$ cat src/hsp_pkg.sv
// Shared types and constants for the histogram-shift pixel pass block.
`timescale 1ns / 1ps

package hsp_pkg;

  localparam int REC_DEPTH = 4096;
  localparam int REC_AW    = $clog2(REC_DEPTH);
  localparam int REC_IW    = REC_AW + 1;

  localparam int PIX_W     = 8;
  localparam int PAY_W     = 24;
  localparam int RBC_W     = 13;
  localparam int CFG_IDX_W = 3;
  localparam int CFG_DAT_W = 24;

  localparam logic [REC_IW-1:0] REC_DEPTH_I = REC_IW'(REC_DEPTH);

  typedef enum logic [1:0] {
    MODE_SHIFT   = 2'd0,
    MODE_EMBED   = 2'd1,
    MODE_EXTRACT = 2'd2,
    MODE_RESTORE = 2'd3
  } pass_mode_t;

  localparam logic [CFG_IDX_W-1:0] CFG_PASS_MODE     = 3'd0;
  localparam logic [CFG_IDX_W-1:0] CFG_PEAK_LEVEL    = 3'd1;
  localparam logic [CFG_IDX_W-1:0] CFG_ZERO_LEVEL    = 3'd2;
  localparam logic [CFG_IDX_W-1:0] CFG_ZERO_BIN_USED = 3'd3;
  localparam logic [CFG_IDX_W-1:0] CFG_DATA_LIMIT    = 3'd4;
  localparam logic [CFG_IDX_W-1:0] CFG_RECORD_COUNT  = 3'd5;

  typedef struct packed {
    pass_mode_t         pass_mode;
    logic [PIX_W-1:0]   peak_level;
    logic [PIX_W-1:0]   zero_level;
    logic               zero_bin_used;
    logic [PAY_W-1:0]   data_bit_limit;
    logic [RBC_W-1:0]   record_bit_count;
  } cfg_t;

  typedef struct packed {
    logic [REC_IW-1:0]  wr_idx;
    logic [REC_IW-1:0]  rd_idx;
    logic [PAY_W-1:0]   pay_cnt;
    logic               done;
  } state_t;

  typedef struct packed {
    logic [PIX_W-1:0]   pixel;
    logic               in_region;
    logic               data_bit;
    logic               frame_start;
  } item_t;

  typedef struct packed {
    logic [PIX_W-1:0]   pixel_out;
    logic               data_bit_taken;
    logic               bit_out;
    logic               bit_out_valid;
    logic [RBC_W-1:0]   record_count;
    logic [PAY_W-1:0]   payload_count;
    logic               error;
  } result_t;

  typedef struct packed {
    logic               en;
    logic [REC_AW-1:0]  addr;
    logic               data;
  } rec_wr_t;

endpackage

$ cat src/hsp_pass_logic.sv
// Per-pixel pass logic: shift, embed, extract and restore for one pixel.
`timescale 1ns / 1ps

module hsp_pass_logic (
  input  hsp_pkg::cfg_t    cfg,
  input  hsp_pkg::state_t  st,
  input  hsp_pkg::item_t   item,
  input  logic             rd_bit,
  output hsp_pkg::state_t  st_next,
  output hsp_pkg::result_t res,
  output hsp_pkg::rec_wr_t wr
);

  logic [hsp_pkg::PIX_W-1:0]  px;
  logic [hsp_pkg::PIX_W-1:0]  peak;
  logic [hsp_pkg::PIX_W-1:0]  zero;
  logic [hsp_pkg::PIX_W:0]    zero_adj;
  logic                       up;
  logic                       down;
  logic                       wr_side;
  logic                       active;
  logic                       can_read;
  logic                       can_write;
  logic                       have;
  logic                       bitv;
  logic                       cur_hit;
  logic                       cur;
  logic                       taken;
  logic                       bout;
  logic                       bvalid;
  logic                       err;
  hsp_pkg::state_t            s0;
  hsp_pkg::state_t            sn;

  always_comb begin
    peak     = cfg.peak_level;
    zero     = cfg.zero_level;
    up       = peak > zero;
    down     = peak < zero;
    // neighbor of the zero bin on the peak side; 9 bits so it never wraps
    zero_adj = up ? ({1'b0, zero} + 9'd1) : ({1'b0, zero} - 9'd1);
    wr_side  = (cfg.pass_mode == hsp_pkg::MODE_SHIFT) ||
               (cfg.pass_mode == hsp_pkg::MODE_EXTRACT);

    // frame start clears the pass counters before the pixel is handled
    s0 = st;
    if (item.frame_start) begin
      s0.pay_cnt = '0;
      s0.done    = 1'b0;
      if (wr_side) begin
        s0.wr_idx = '0;
      end else begin
        s0.rd_idx = '0;
      end
    end

    sn        = s0;
    px        = item.pixel;
    taken     = 1'b0;
    bout      = 1'b0;
    bvalid    = 1'b0;
    err       = 1'b0;
    have      = 1'b0;
    bitv      = 1'b0;
    cur_hit   = 1'b0;
    cur       = 1'b0;
    wr.en     = 1'b0;
    wr.addr   = s0.wr_idx[hsp_pkg::REC_AW-1:0];
    wr.data   = 1'b0;
    active    = item.in_region && !s0.done;
    can_read  = (s0.rd_idx < s0.wr_idx) && (s0.rd_idx < hsp_pkg::REC_DEPTH_I);
    can_write = s0.wr_idx < hsp_pkg::REC_DEPTH_I;

    if (active) begin
      case (cfg.pass_mode)
        hsp_pkg::MODE_SHIFT: begin
          if (up || down) begin
            if (cfg.zero_bin_used) begin
              if ({1'b0, px} == zero_adj || px == zero) begin
                if (can_write) begin
                  wr.en     = 1'b1;
                  wr.data   = (px == zero);
                  sn.wr_idx = s0.wr_idx + 1'b1;
                end else begin
                  err = 1'b1;
                end
              end
            end
            if (up && px > zero && px < peak) begin
              px = px - 1'b1;
            end else if (down && px < zero && px > peak) begin
              px = px + 1'b1;
            end
          end
        end
        hsp_pkg::MODE_EMBED: begin
          if (px == peak) begin
            if (can_read) begin
              bitv      = rd_bit;
              have      = 1'b1;
              sn.rd_idx = s0.rd_idx + 1'b1;
            end else if (s0.pay_cnt < cfg.data_bit_limit) begin
              bitv       = item.data_bit;
              have       = 1'b1;
              sn.pay_cnt = s0.pay_cnt + 1'b1;
              taken      = 1'b1;
            end else begin
              sn.done = 1'b1;
            end
            if (have && bitv) begin
              if (up) begin
                px = px - 1'b1;
              end else if (down) begin
                px = px + 1'b1;
              end
            end
          end
        end
        hsp_pkg::MODE_EXTRACT: begin
          if (px == peak) begin
            cur_hit = 1'b1;
          end else if (up && px == peak - 1'b1) begin
            cur_hit = 1'b1;
            cur     = 1'b1;
            px      = px + 1'b1;
          end else if (down && px == peak + 1'b1) begin
            cur_hit = 1'b1;
            cur     = 1'b1;
            px      = px - 1'b1;
          end
          if (cur_hit) begin
            if (s0.wr_idx < cfg.record_bit_count) begin
              if (can_write) begin
                wr.en     = 1'b1;
                wr.data   = cur;
                sn.wr_idx = s0.wr_idx + 1'b1;
              end else begin
                err = 1'b1;
              end
            end else if (s0.pay_cnt < cfg.data_bit_limit) begin
              bout       = cur;
              bvalid     = 1'b1;
              sn.pay_cnt = s0.pay_cnt + 1'b1;
            end else begin
              sn.done = 1'b1;
            end
          end
        end
        hsp_pkg::MODE_RESTORE: begin
          if (up || down) begin
            if (up && px >= zero && px < peak) begin
              px = px + 1'b1;
            end else if (down && px <= zero && px > peak) begin
              px = px - 1'b1;
            end
            if (cfg.record_bit_count != '0 && {1'b0, px} == zero_adj) begin
              if (can_read) begin
                sn.rd_idx = s0.rd_idx + 1'b1;
                if (rd_bit) begin
                  px = up ? px - 1'b1 : px + 1'b1;
                end
              end else begin
                err = 1'b1;
              end
            end
          end
        end
        default: begin
        end
      endcase
    end

    st_next            = sn;
    res.pixel_out      = px;
    res.data_bit_taken = taken;
    res.bit_out        = bout;
    res.bit_out_valid  = bvalid;
    res.record_count   = wr_side ? hsp_pkg::RBC_W'(sn.wr_idx) : hsp_pkg::RBC_W'(sn.rd_idx);
    res.payload_count  = sn.pay_cnt;
    res.error          = err;
  end

endmodule

$ cat config.mk
export PLATFORM = sky130hd
export DESIGN_NAME = hsp_pass_logic
export DESIGN_NICKNAME = d
export VERILOG_FILES = /design/src/hsp_pkg.sv /design/src/hsp_pass_logic.sv
export SDC_FILE = /design/constraint.sdc
export NUM_CORES = 1
export LEC_CHECK = 0
export BUFFER_PORTS_ARGS = -buffer_cell sky130_fd_sc_hd__buf_4
export CORE_MARGIN = 2
export CORE_UTILIZATION = 50
export DETAILED_ROUTE_END_ITERATION = 6
export MAX_ROUTING_LAYER = met4
export PLACE_DENSITY = 0.85
export SLEW_MARGIN = 20
export SYNTH_ARGS = -nofsm -noshare
export SYNTH_HDL_FRONTEND = slang
export SYNTH_SLANG_ARGS = --single-unit
$ cat constraint.sdc
create_clock -name vclk -period 14.9
set_input_delay 3.725 -clock vclk [all_inputs]
set_output_delay 3.725 -clock vclk [all_outputs]
set_load 0.01 [all_outputs]
* After elaboration in Yosys (flattened, before gate mapping)
Index checks and enable logic that the tools add are counted.
Cells by class: equal/unequal tests 9, mux-type cells 103, add/sub/neg operators 11, reduce and logical (&&, ||, !) cells 20, $lt $le $gt $ge 13
Operator list (number):
- 2-to-1 mux 8 bit | 21
- 2-to-1 mux 13 bit | 12
- 2-to-1 mux 51 bit | 2
- 2-to-1 mux 25 bit | 3
- 2-to-1 mux 1 bit | 55
- case mux 13 bit (2 select lines) | 2
- case mux 25 bit (2 select lines) | 1
- 2-to-1 mux 38 bit | 1
- equality test 8 bit | 4
- case mux 8 bit (4 select lines) | 1
- adder 13 x 1 -> 13 bit (second input constant) | 2
- < comparator 13 bit | 2
- < comparator 13 bit (second input constant) | 2
- adder 24 x 1 -> 24 bit (second input constant) | 1
- adder 8 x 1 -> 8 bit (second input constant) | 3
- > comparator 8 bit | 3
- < comparator 24 bit | 1
- < comparator 8 bit | 3
- 2-to-1 mux 24 bit | 1
- subtractor 8 x 1 -> 8 bit (second input constant) | 3
- equality test 8 x 9 -> 1 bit | 2
- logical AND 1 bit | 14
- nonzero test 13 bit | 1
- adder 8 x 1 -> 9 bit (second input constant) | 1
- other kinds (11) | 15
Word-level totals: logic and storage cells 156, output and inout port bits 114, input port bits 119, register bits after elaboration 0

* Logic depth before layout (Yosys ltp)
Gate-level depths: netlist of run 1.
depth in word-level cells 16, mapped depth 24, mapped depth without buffers 21

* Least setup slack after synthesis of run 1
No wires, ideal clock.
kind input-to-output, start input cfg[45] (netlist bit), end output res[25] (netlist bit), data required time 11175 ps, cell stages on the path 22, arrival 8447 ps, setup slack 2728 ps, buffers on the path 3, path through inv_1 ha_1 nand4_1 or2_0 clkbuf_1 o21ai_1 buf_2 fa_1 xor2_1 a2111oi_0 o311a_1 nand4_1 nor3_1 o2111a_1 a21oi_1 or2_2 clkbuf_1 o22ai_1 nor2b_1 nor2_1 a31oi_1 mux2_2
RTL lines:
- from (decl) | line hsp_pass_logic.sv:5 | input hsp_pkg::cfg_t cfg,
- to (decl) | line hsp_pass_logic.sv:10 | output hsp_pkg::result_t res,

==> results of run 1 <==
==> logic make-up after synthesis <==
group / after synthesis / synth area share
simple gates: 495 / 0.326
mux: 25 / 0.0356
buf+inv: 183 / 0.108
compound gates: 347 / 0.308
fa+ha+maj: 99 / 0.167
xor+xnor: 48 / 0.0558
==> layer usage <==
metal  up-vias  wire [µm]  GRT usage
li1       4670          -          -
met1      4415      11200      0.445
met2       682      13200      0.584
met3       102       3290     0.0401
met4         0       1010      0.105
met5         -          0          -
==> worst max-delay path: stages <==
cell,delay (ns)
buf_4,0.12
inv_1,0.07
ha_1,0.74
inv_1,0.29
nand2_1,0.24
nand2_1,0.34
nand2_1,0.30
ha_1,0.27
a21o_1,0.18
a21o_1,0.17
a221oi_1,0.31
o211a_1,0.20
o31ai_1,0.07
buf_4,0.18
or2_2,0.34
or4_1,0.61
or3_1,0.38
o21ai_0,0.16
a31oi_1,0.17
o211ai_1,0.22
nand3_1,0.11
buf_4,0.16
==> final cells by class <==
class,instances,area (µm²),share of cell area
multi-input combinational,1014,6730,0.736
inverter,99,372,0.0406
tap,184,230,0.0252
timing repair buffer,242,1820,0.199
==> report_power, final <==
group	switching (mW)	internal, mW	leakage, nW
sequential	0	0	0
clock	0	0	0
combinational	0.205	0.148	4.26
total	0.205	0.148	4.26
==> stage by stage <==
step	cells	instance area [µm²]	utilization	setup WS, ns
floorplan	1197	7530	-	2.73
global placement	1539	9140	0.624	1.99
detailed placement	1539	9140	0.624	1.94
CTS	1539	9140	0.624	1.92
global route	1539	9150	0.625	1.47
finish	1539	9150	0.625	1.81
==> worst paths after layout <==
check,slack [ns],end,startpoint,depth (start not counted)
setup / recovery,1.81,res[36],cfg[54],22
hold / removal,7.81,res[4],st[4],3
==> layout by cell type, fill, tap and decap left out, types with 4 or more instances in the layout <==
cell,count
xor2_1,15
o21ai_1,4
or4_1,8
a221oi_1,9
inv_1,98
nor4_1,12
nor2_1,88
and3_1,13
a31oi_1,26
nor3_1,40
a41oi_1,5
o21a_1,11
o22ai_1,11
o21ai_0,89
or2_2,10
nand2b_1,13
o2111ai_1,4
o31ai_1,14
a22oi_1,17
nand3_1,35
a32oi_1,4
a21oi_1,62
a31o_2,6
nand2_1,165
buf_4,242
xnor2_1,33
and2_1,10
a21o_1,14
and4_1,4
mux2_2,14
nor2b_1,36
ha_1,97
nand4_1,30
or3_1,14
mux2i_1,11
o211ai_1,14
o31a_1,4
a211oi_1,10
==> results by group, run 1 <==
Run status
  – Status: finished, final reports clean

Route
  – Iter 0 DRT Violations: 1015
  – Wirelength per Cell: about 19 µm
  – Routed WL: 28700 µm
  – Average via count per standard cell: 6.41
  – Final ANT Viol Nets: 0
  – Vias: roughly 9900
  – Detailed Routing Iterations Pass 1: 7
  – Post-route DRC: 0

Yosys
  – Count leader, synth: nand2_1
  – Mean post-synth cell area: 6.29 µm²
  – Synth top area cells: ha_1 16%, nand2_1 8.2%, o21ai_0 5.9%, inv_1 4.9%, nor2_1 4.4%
  – Cell Area, Synth: 0.00753 mm²
  – Synth top cells by count: 165 x nand2_1, 98 x inv_1, 97 x ha_1, 89 x o21ai_0, 88 x nor2_1
  – Yosys top cell area share: 0.161
  – Net count after synthesis: 1415
  – Syn Inst Count: approximately 1200
  – Post-synth cell types: between 80 and 90
  – Sequential share of the synthesized area: 0
  – Yosys top cell by area: ha_1
  – Yosys Warn Count: 0

Hold path
  – Hold crit path type: in2out

Global routing
  – GRT Overall Usage: 0.350
  – First-pass GRT wire length: around 46000 µm
  – Vias in the first global route: about 9200
  – Largest net degree at the start of global routing: 34
  – Initial antenna violation count: 0
  – Global route overflow: 0

Timing
  – Setup TNS: 0 ns
  – Max-slew violations: 0
  – Final hold slack: ~7.8 ns
  – Tcrit/Tclk final: 0.879
  – Fmax: between 70 and 80 MHz
  – Min Tclk post-route: around 13 ns
  – Unrepaired setup endpoints after global routing: false
  – Final setup viols: 0
  – Slew margin rel.: 0.181
  – Least-Margin Pin Slew: between 1 and 1.5 ns
  – Final hold violations: 0

Floorplan
  – Die area: approximately 0.016 mm²
  – Die Span X: 127 µm
  – IO Count: 233
  – CORE AREA: ~0.015 mm²
  – Die Span Y: between 100 and 150 µm
  – FP Rows: 44
  – Starting density of the core: 0.514

Critical path
  – Crit start category: input pin
  – WP data required: 11.18 ns
  – Nature of the critical path endpoint: output port
  – WP data arrival: approximately 9.4 ns
  – Critical path class: in2out
  – Max FO, Critical Path: 18

Finish
  – FF+latch count: 0
  – Register area: 0 µm²
  – Nets: between 1500 and 2000
  – Layout cells sized above 1: 0.213
  – Clock buffers: 0
  – Layout area overhead: 21.5%
  – # fillers: between 1000 and 1500
  – Ant. Diodes: 0

Clock tree
  – # hold bufs at CTS: 0
  – Post-CTS sizing: 0
  – Post-CTS Setup Bufs: 0

Power
  – Peak VDD IR: between 0.00003 and 0.00004 V
  – LEAKAGE: roughly 4.3 nW
  – Power density over cell area: 38.6 mW/mm²
  – Final Power: approximately 0.35 mW

Placed design
  – # port buffers: 233
  – Post-DP HPWL: 23000 µm
  – GPL Wtd Cong: 1.04

Run
  – Max-cap violations: 0
(Power assumes the default switching activity.)
==> run 2, diff against run 1 <==
==> constraint.sdc (replaced) <==
create_clock -name vclk -period 13.2
set_input_delay 3.3 -clock vclk [all_inputs]
set_output_delay 3.3 -clock vclk [all_outputs]
set_load 0.01 [all_outputs]
==> run 2 against run 1 <==
Effect of this change: global-route usage is 0.19 points higher; hold slack worse by 0.85 ns; die area stayed put; sequential cell count stayed put; wire length is 0.95% higher; first-iteration DRC count is 17% higher; cell count stayed put; combinational power is 13% higher; largest cell class unchanged.
==> results by group, run 2 (synthesis results as in run 1) <==
Run status
  – Status: finished, final reports clean

Power
  – Power density over cell area: 43.7 mW/mm² (+13%)
  – Gate power share: 1.000 (about the same)
  – Clock Power Share: 0 (unchanged)
  – Internal Power: 0.168 mW (+13%)
  – Sw Ratio: 0.580 (+0.000814)
  – LEAKAGE: 4.26 nW (unchanged)
  – Psw: 0.232 mW (+13%)
  – Reg power frac: 0 (unchanged)
  – Peak VDD IR: 0.0000401 V (+25%)

Critical path
  – Slowest cell on crit path: ha_1
  – Crit start category: input pin
  – Largest stage delay, worst path: 0.70 ns (-0.04 ns)
  – Worst-path cell chain: buf_4, inv_1, ha_1, inv_1, nand2_1, nand2_1, nand2_1, ha_1, a21o_1, a21o_1, a221oi_1, o211a_1, o31ai_1, buf_4, or2_2, or4_1, or3_1, o21ai_0, a31oi_1, o211ai_1, nand3_1, buf_4
  – Crit path depth: 22 (unchanged)
  – Nature of the critical path endpoint: output port
  – WP data required: 9.90 ns (-1.28 ns)
  – Critical path buffers and inverters: 5 (unchanged)
  – Max FO, Critical Path: 18 (unchanged)
  – WP data arrival: 8.93 ns (-0.44 ns)
  – Family with the most delay on the worst path: simple AND/OR/NAND/NOR gates
  – Critical path class: in2out

Hold path
  – Worst hold path depth: 3 (unchanged)
  – Worst hold path endpoint: st_next[4]
  – Hold crit path type: in2out
  – Worst hold start: st[4]

Route
  – Average via count per standard cell: 6.38 (-0.51%)
  – Vias: 9819 (-0.51%)
  – Post-route DRC: 0 (unchanged)
  – Wirelength per Cell: 18.8 µm (+0.95%)
  – Iter 0 DRT Violations: 1184 (+17%)
  – Detailed Routing Iterations Pass 1: 7 (unchanged)
  – Routed WL: 28900 µm (+0.95%)
  – Final ANT Viol Nets: 0 (unchanged)

Placed design
  – # port buffers: 233 (unchanged)
  – GPL Wtd Cong: 1.03 (-1.7%)
  – Post-DP HPWL: 23300 µm (+1.4%)

Timing
  – Setup TNS: 0 ns (unchanged)
  – Tcrit/Tclk final: 0.926
  – Unrepaired setup endpoints after global routing: false
  – Final hold violations: 0 (unchanged)
  – Min Tclk post-route: about 12 ns
  – Fmax: 81.8 MHz
  – Slew margin rel.: 0.188 (+0.00649)
  – Least-Margin Pin Slew: 1.21 ns (-0.00966 ns)
  – Max-slew violations: 0 (unchanged)
  – Final setup viols: 0 (unchanged)

Floorplan
  – IO Count: 233 (unchanged)
  – FP Rows: 44 (unchanged)
  – Die Span Y: 127 µm (unchanged)
  – Die Span X: 127 µm (unchanged)
  – Die area: 0.0161 mm² (unchanged)
  – CORE AREA: 0.0146 mm² (unchanged)
  – Starting density of the core: 0.514 (unchanged)

Finish
  – Layout area overhead: 21.5% (unchanged)
  – Most frequent cells in the layout: 242 x buf_4, 165 x nand2_1, 98 x inv_1, 97 x ha_1, 89 x o21ai_0
  – Nets: 1575 (unchanged)
  – Ant. Diodes: 0 (unchanged)
  – FF+latch count: 0 (unchanged)
  – Commonest non-fill, non-tap cell in the layout: buf_4
  – Layout cells sized above 1: 0.213 (unchanged)
  – Register area: 0 µm² (unchanged)
  – Clock buffers: 0 (unchanged)
  – Final core utilization: 0.625 (unchanged)

Global routing
  – Initial antenna violation count: 0 (unchanged)
  – First-pass GRT wire length: 45800 µm (-0.14%)
  – GRT Overall Usage: 0.352 (+0.00191)
  – Largest net degree at the start of global routing: 34 (unchanged)
  – Global route overflow: 0 (unchanged)
  – Vias in the first global route: 8992 (-2.1%)

Clock tree
  – # hold bufs at CTS: 0 (unchanged)
  – Post-CTS sizing: 0 (unchanged)
  – Post-CTS Setup Bufs: 0 (unchanged)

Run
  – Max-cap violations: 0 (unchanged)
[run 2: cell counts in the layout (fill, tap and decap cells not counted)]
Identical to the previous run, type by type.
[run 2: layer usage]
metal  share of wire  vias to the layer above  routed length, µm  global-route usage
met5               0                        -                  0                   -
met2            0.46                      622              13400               0.589
met1            0.40                     4444              11700               0.446
met4           0.029                        0                835              0.0879
met3            0.11                       77               3070              0.0531
li1                -                     4676                  -                   -
[run 2: how the worst max path moves through the flow]
stage	start	to	slack, ns
after global placement	cfg[54]	res[36]	1.11
after floorplan	cfg[45]	res[25]	1.88
final	cfg[54]	res[36]	0.97
after global routing	cfg[54]	res[16]	0.63
after detailed placement	cfg[39]	res[32]	1.07
after CTS	cfg[39]	res[27]	1.06
[run 2: per-stage QoR]
| stage | power, mW | hold slack [ns] | setup WS, ns | std cells | instance area (µm²) |
|---|---|---|---|---|---|
| 2_1_floorplan | 0.257 | 6.70 | 1.88 | 1197 | 7530 |
| 3_3_place_gp | 0.385 | 6.96 | 1.11 | 1539 | 9140 |
| 3_5_place_dp | 0.390 | 6.96 | 1.07 | 1539 | 9140 |
| 4_1_cts | 0.392 | 6.96 | 1.06 | 1539 | 9140 |
| 5_1_grt | 0.437 | 6.98 | 0.630 | 1539 | 9150 |
| 6_report | 0.400 | 6.96 | 0.971 | 1539 | 9150 |
[run 2: power groups by stage]
stage | registers [mW] | clock network (mW) | logic, mW
after detailed placement | 0 | 0 | 0.390
after global placement | 0 | 0 | 0.385
after CTS | 0 | 0 | 0.392
final | 0 | 0 | 0.400
after global routing | 0 | 0 | 0.437
after floorplan | 0 | 0 | 0.257
[run 2: area by class of cell]
type | count | area [µm²]
multi-input cells | 1014 | 6730
well taps | 184 | 230
inverters | 99 | 372
repair buffers | 242 | 1820
fillers | 1447 | 5490
